<file path="src/hw/rtl/sme_div.sv">
// ----------------------------------------------------------------------------
// sme_div
// Signed truncating 64-bit divider, restoring, one quotient bit per cycle.
// ----------------------------------------------------------------------------
module sme_div (
	input  logic        clk,
	input  logic        arst_n,
	input  logic        start,
	input  logic [63:0] dividend,
	input  logic [63:0] divisor,
	output logic        done,
	output logic [63:0] quotient
);

	logic        busy_q;
	logic [6:0]  cnt_q;
	logic [63:0] rem_q;
	logic [63:0] quo_q;
	logic [63:0] dvs_q;
	logic        neg_q;
	logic [64:0] trial;
	logic [63:0] rem_sh;

	assign rem_sh = {rem_q[62:0], quo_q[63]};
	assign trial  = {1'b0, rem_sh} - {1'b0, dvs_q};

	always_ff @(posedge clk or negedge arst_n) begin
		if (!arst_n) begin
			busy_q <= 1'b0;
			cnt_q  <= '0;
			done   <= 1'b0;
		end else begin
			done <= 1'b0;
			if (start) begin
				busy_q <= 1'b1;
				cnt_q  <= 7'd64;
			end else if (busy_q) begin
				cnt_q <= cnt_q - 7'd1;
				if (cnt_q == 7'd1) begin
					busy_q <= 1'b0;
					done   <= 1'b1;
				end
			end
		end
	end

	always_ff @(posedge clk) begin
		if (start) begin
			rem_q <= '0;
			quo_q <= dividend[63] ? (64'd0 - dividend) : dividend;
			dvs_q <= divisor[63] ? (64'd0 - divisor) : divisor;
			neg_q <= dividend[63] ^ divisor[63];
		end else if (busy_q) begin
			if (!trial[64]) begin
				rem_q <= trial[63:0];
				quo_q <= {quo_q[62:0], 1'b1};
			end else begin
				rem_q <= rem_sh;
				quo_q <= {quo_q[62:0], 1'b0};
			end
		end
	end

	assign quotient = neg_q ? (64'd0 - quo_q) : quo_q;

endmodule

</file>
<file path="config.mk">
export PLATFORM = sky130hd
export DESIGN_NAME = sme_div
export DESIGN_NICKNAME = d
export VERILOG_FILES = /design/src/hw/rtl/sme_div.sv
export SDC_FILE = /design/constraint.sdc
export NUM_CORES = 1
export LEC_CHECK = 0
export ABC_AREA = 1
export CORE_ASPECT_RATIO = 1.4
export CORE_MARGIN = 2
export CORE_UTILIZATION = 43
export DETAILED_ROUTE_END_ITERATION = 12
export DONT_BUFFER_PORTS = 1
export GPL_ROUTABILITY_DRIVEN = 0
export PLACE_DENSITY = 0.65
export SLEW_MARGIN = 0
export SYNTH_ARGS = -nofsm -noshare
export SYNTH_HDL_FRONTEND = slang
export SYNTH_SLANG_ARGS = --single-unit
</file>
<file path="constraint.sdc">
create_clock -name clk -period 3.2 [get_ports clk]
set_input_delay 0.32 -clock clk [delete_from_list [all_inputs] [get_ports clk]]
set_output_delay 0.32 -clock clk [all_outputs]
set_load 0.01 [all_outputs]
</file>
; ---- Word level (Yosys, flattened, before mapping)
; Index checks and enable logic that the tools add are counted.
; W data, S select, Z words.
[totals]
mem_bits_ro = 0
ramBits = 0
mem_count = 0
regBits = 201
input_bits = 131
latch_bits = 0
[classes]
div = 0
n_reduce_logical = 1
n_mul = 0
n_bitwise = 1
shifts = 0
n_addsub = 5
order_cmp = 0
muxes = 15
n_eq_ne = 1
[ops]
columns = operator, count
row1 = $mux W64, 4
row2 = $sub A1 B64 Y64 const A, 3
row3 = $mux W63, 2
row4 = $sub A64 B64 Y65, 1
row5 = $mux W7, 2
row6 = $eq A7 B1 Y1 const B, 1
row7 = $mux W1, 7
row8 = $sub A7 B1 Y7 const B, 1
row9 = $reduce_bool A2 Y1, 1
row10 = $xor A1 B1 Y1, 1

; ---- Logic depth before layout (Yosys ltp)
[depth]
word_depth = 4
ltp_mapped = 19

; ---- Worst setup path after synthesis
; No wires, ideal clock.
[synth_path]
kind = input -> register
start = input port start
end = register quo_q[0] (enable)
t_arrival_ps = 2694
cell_stages = 4
path_buffers = 2
setup_slack_ps = 52
setup_ps = 454
cell_sequence = clkbuf_1 nor2_1 inv_1 clkbuf_1
[synth_between]
elab_chain_cells = 1
[synth_rtl]
columns = element, line_no
row1 = "start, declared", 8  ; input logic start,
row2 = $reduce_bool A2 Y1 (no source line), n/a
row3 = "end signal, assigned", 50  ; quo_q <= dividend[63] ? (64'd0 - dividend) : dividend;
row4 = "end signal, assigned", 56  ; quo_q <= {quo_q[62:0], 1'b1};
row5 = "end signal, assigned", 59  ; quo_q <= {quo_q[62:0], 1'b0};
row6 = "end, declared", 18  ; logic [63:0] quo_q;
; No other way between the ends.
; A chain may end at the register's enable or synchronous reset.

; ---- Worst setup path after layout
[layout_path]
start = register quo_q[0]
end = output port quotient[45]
[layout_between]
elab_chain_cells = 2
[layout_rtl]
columns = element, line_no
row1 = $sub A1 B64 Y64, 64  ; assign quotient = neg_q ? (64'd0 - quo_q) : quo_q;
row2 = $mux W64, 64
row3 = "end, declared", 12  ; output logic [63:0] quotient
; No other way between the ends.

==> metrics.md <==
| Metric | Value |
|---|---|
| Status | `finished clean` |
| Final Hold Violating Endpoints | `0` |
| Num CTS Buffers | `23` |
| Psw | `2.58 mW` |
| IO Port Bufs | `0` |
| RSZ-0062 raised after global routing | `yes` |
| WS Path Type | `flip-flop to primary output` |
| Vias in the first global route | `roughly 21000` |
| Worst setup path endpoint | `quotient[45]` |
| Switching Share | `approximately 34%` |
| Ys Warns | `0` |
| Design area | `between 20000 and 25000 µm²` |
| Routed Wire Length | `roughly 78 mm` |
| 1st-pass router iterations | `5` |
| Crit path DAT | `~2.8 ns` |
| Sink Count | `~200` |
| Final min period | `3.10 ns` |
| Crit path required time | `2.88 ns` |
| CP Launch Type | `flip-flop` |
| Syn Area/Cell | `5.94 µm²` |
| Inst Count DP | `between 4000 and 5000` |
| Max Root-Sink Buffers | `3` |
| Via count | `between 20000 and 25000` |
| Via density per instance | `around 5.2` |
| Unique masters post-synth | `49` |
| Period utilisation layout | `97.0%` |
| DRC Markers | `0` |
| Overall Global Routing Usage | `31.0%` |
| Worst slew margin | `a little under half` |
| Clock Power Share | `around a third` |
| Pre-CTS worst setup slack | `~0.33 ns` |
| Clock transition at path regs | `approximately 0.070 ns` |
| Post-synthesis instance total | `between 3000 and 4000` |
| Placed Instance Area | `about 21000 µm²` |
| Measured slew at the worst slew-check pin | `about 0.8 ns` |
| Setup crit end kind | `primary output` |
| Register bit total from synthesis | `roughly 200` |
| Combinational share of power | `24.2%` |
| Reg2reg path depth | `18` |
| Sequential fraction of the synthesis area | `roughly a quarter` |
| Mapped Area | `roughly 20000 µm²` |
| Final Worst Setup Slack | `between 0.09 and 0.1 ns` |
| Initial DRC count | `approximately 1700` |
| Final #Nets | `3672` |
| Clock Skew | `0.0212 ns` |
| First-pass GRT wire length | `roughly 120 mm` |
| CTS tree | `yes` |
| Leak | `about 11 nW` |
| Die ar. | `between 40000 and 50000 µm²` |
| Clock H-tree levels | `1` |
| RR Startpoint | `quo_q[63]` |
| Int Pwr | `4.94 mW` |
| Reg-to-reg slack, setup | `approximately 0.35 ns` |
| Worst Hold Margin | `around 0.035 ns` |
| GRT overflow | `0` |
| Core area | `46900 µm²` |
| PD cells | `between 300 and 400 nW/µm²` |
| Die Span Y | `between 200 and 300 µm` |
| Clk root buf | `clkbuf_16` |
| Slew Limit Fails | `0` |
| Layout area overhead | `10.3%` |
| CP startpoint | `quo_q[0]` |
| DR WL/cell | `~19 µm` |
| Starting Density | `a little over two fifths` |
| Part of the power in registers | `between 40% and 50%` |
| Final Setup Violations | `0` |
| Largest net degree at the start of global routing | `75` |
| I/O Pins | `roughly 200` |
| Die width | `roughly 190 µm` |
| Critical path peak fanout | `4` |
| Row cnt | `94` |
| Worst Hold Class | `primary input to flip-flop` |
| Max cap viols | `0` |
| Fin cells | `about 4100` |
| Share of cells above drive strength 1 | `~3.6%` |
| Initial antenna violation count | `0` |
| Worst vdd ir | `between 200 and 300 µV` |
| Syn nets | `approximately 3600` |
| Reg2Reg Capture Point | `rem_q[56]` |
| Dpl hpwl | `between 60 and 70 mm` |
| Max frequency | `around 0.32 GHz` |
| Final core utilization | `between 40% and 50%` |
| Post-route ant nets | `0` |
| Clock latency on the worst-skew pair | `~0.55 ns` |
-- state kept, by name, summed over array words and instances (netlist names) --
register  flops
cnt_q         7
neg_q         1
rem_q        63
done          1
quo_q        64
busy_q        1
dvs_q        64
-- final cells by class --
type / count / area, µm²
sequential: 201 / 5360
clock buffer: 31 / 616
tap: 624 / 781
multi-input combinational: 2503 / 12300
timing repair buffer: 92 / 873
antenna: 1 / 2.50
clock inverter: 10 / 61.3
fill: 5055 / 24500
inverter: 650 / 2440
-- worst max-delay path: stages, from the launching register on --
cell and delay, ns:
edfxtp_1 0.48, inv_2 0.13, nand3_1 0.17, nor2_1 0.20, nand2_1 0.15, nor2_2 0.26, nand3_1 0.21, o21ai_2 0.27
xor2_1 0.39
-- through the flow --
stage / power (mW) / TNS [ns]
after global routing: 7.84 / -0.110
final: 7.52 / 0
after global placement: 4.88 / 0
after detailed placement: 4.89 / 0
after floorplan: 4.44 / 0
after CTS: 7.50 / 0
-- repair_timing --
action,CTS,global route
hold endpoints to repair,124,0
buffers inserted,1,7
pin swaps,2,3
resized for setup,10,13
hold buffers,56,0
setup endpoints to repair,10,20
-- cell families (layout without fill, tap and decap cells) --
group                      count (synthesis)  after routing  share of synthesized area [%]
and+or+nand+nor                         2028           2028                           42.0
buffers and inverters                    723            783                           13.7
AOI/OAI and AO/OA                        229            229                           6.05
DFF                                      201            201                           26.3
xor gates and xnor gates                 176            176                           7.57
adders and majority gates                 70             70                           4.34
other                                      0              1                              0
-- layout by cell type (no fill, tap or decap), types with 15 or more instances in the layout --
| cell type | Yosys | layout |
|---|---|---|
| nand3b_1 | 44 | 44 |
| nor2_1 | 389 | 381 |
| nand3_1 | 290 | 289 |
| xnor2_1 | 50 | 50 |
| inv_1 | 643 | 641 |
| nand4_1 | 70 | 70 |
| buf_4 | 5 | 34 |
| ha_1 | 69 | 68 |
| clkbuf_16 | 0 | 23 |
| o21ai_1 | 17 | 15 |
| xor2_1 | 126 | 122 |
| nand2_1 | 1139 | 1137 |
| nor3_1 | 42 | 41 |
| a31oi_1 | 15 | 15 |
| nor4_1 | 15 | 15 |
| dlygate4sd3_1 | 0 | 55 |
| a21oi_1 | 58 | 58 |
| dfxtp_1 | 63 | 63 |
| edfxtp_1 | 129 | 129 |
| o21ai_0 | 117 | 117 |
-- how the worst min path moves through the flow --
stage                      start         to  slack (ns)  depth (start not counted)
floorplan                 arst_n     busy_q        0.02                          0
global placement          arst_n       done        0.03                          0
detailed placement        arst_n   cnt_q[0]        0.03                          0
CTS                        start  quo_q[26]       0.002                          2
global route               start   quo_q[1]        0.03                          1
finish              dividend[63]  quo_q[34]        0.04                          2
-- metal layers --
layer	track usage, %	part of all wire (%)	vias to the layer above
met2	56.7	49	854
met5	0	0	-
met4	24.2	8.9	0
met3	6.19	7.4	278
li1	-	-	10800
met1	31.0	35	9655
-- cell usage after synthesis, drive strengths merged --
master	number	area [µm²]
a21oi	61	324
xnor2	50	438
and3	3	18.8
a31oi	15	93.8
nor3	44	230
nor2	399	1540
nand2	1144	4330
o21bai	1	7.51
ha	69	863
o31ai	8	60.1
nor4b	1	8.76
clkinv	1	3.75
edfxtp	129	3870
dfrtp	9	225
inv	649	2440
buf	32	194
o22ai	1	6.26
a21boi	2	15.0
nand3	291	1460
dfxtp	63	1260
nand4	70	438
clkbuf	41	154
fa	1	20.0
nor3b	3	22.5
or2	8	50.1
o211ai	5	37.5
xor2	126	1100
nor4	16	106
o21ai	136	688
nand3b	44	330
and2	5	31.3
-- power groups by stage --
stage	Sequential, mW	Clock, mW	Combinational (mW)
CTS	3.17	2.55	1.78
floorplan	3.18	0	1.26
finish	3.18	2.52	1.82
global route	3.20	2.63	2.01
detailed placement	3.23	0	1.66
global placement	3.22	0	1.66
Power figures use the tool's default switching activity.
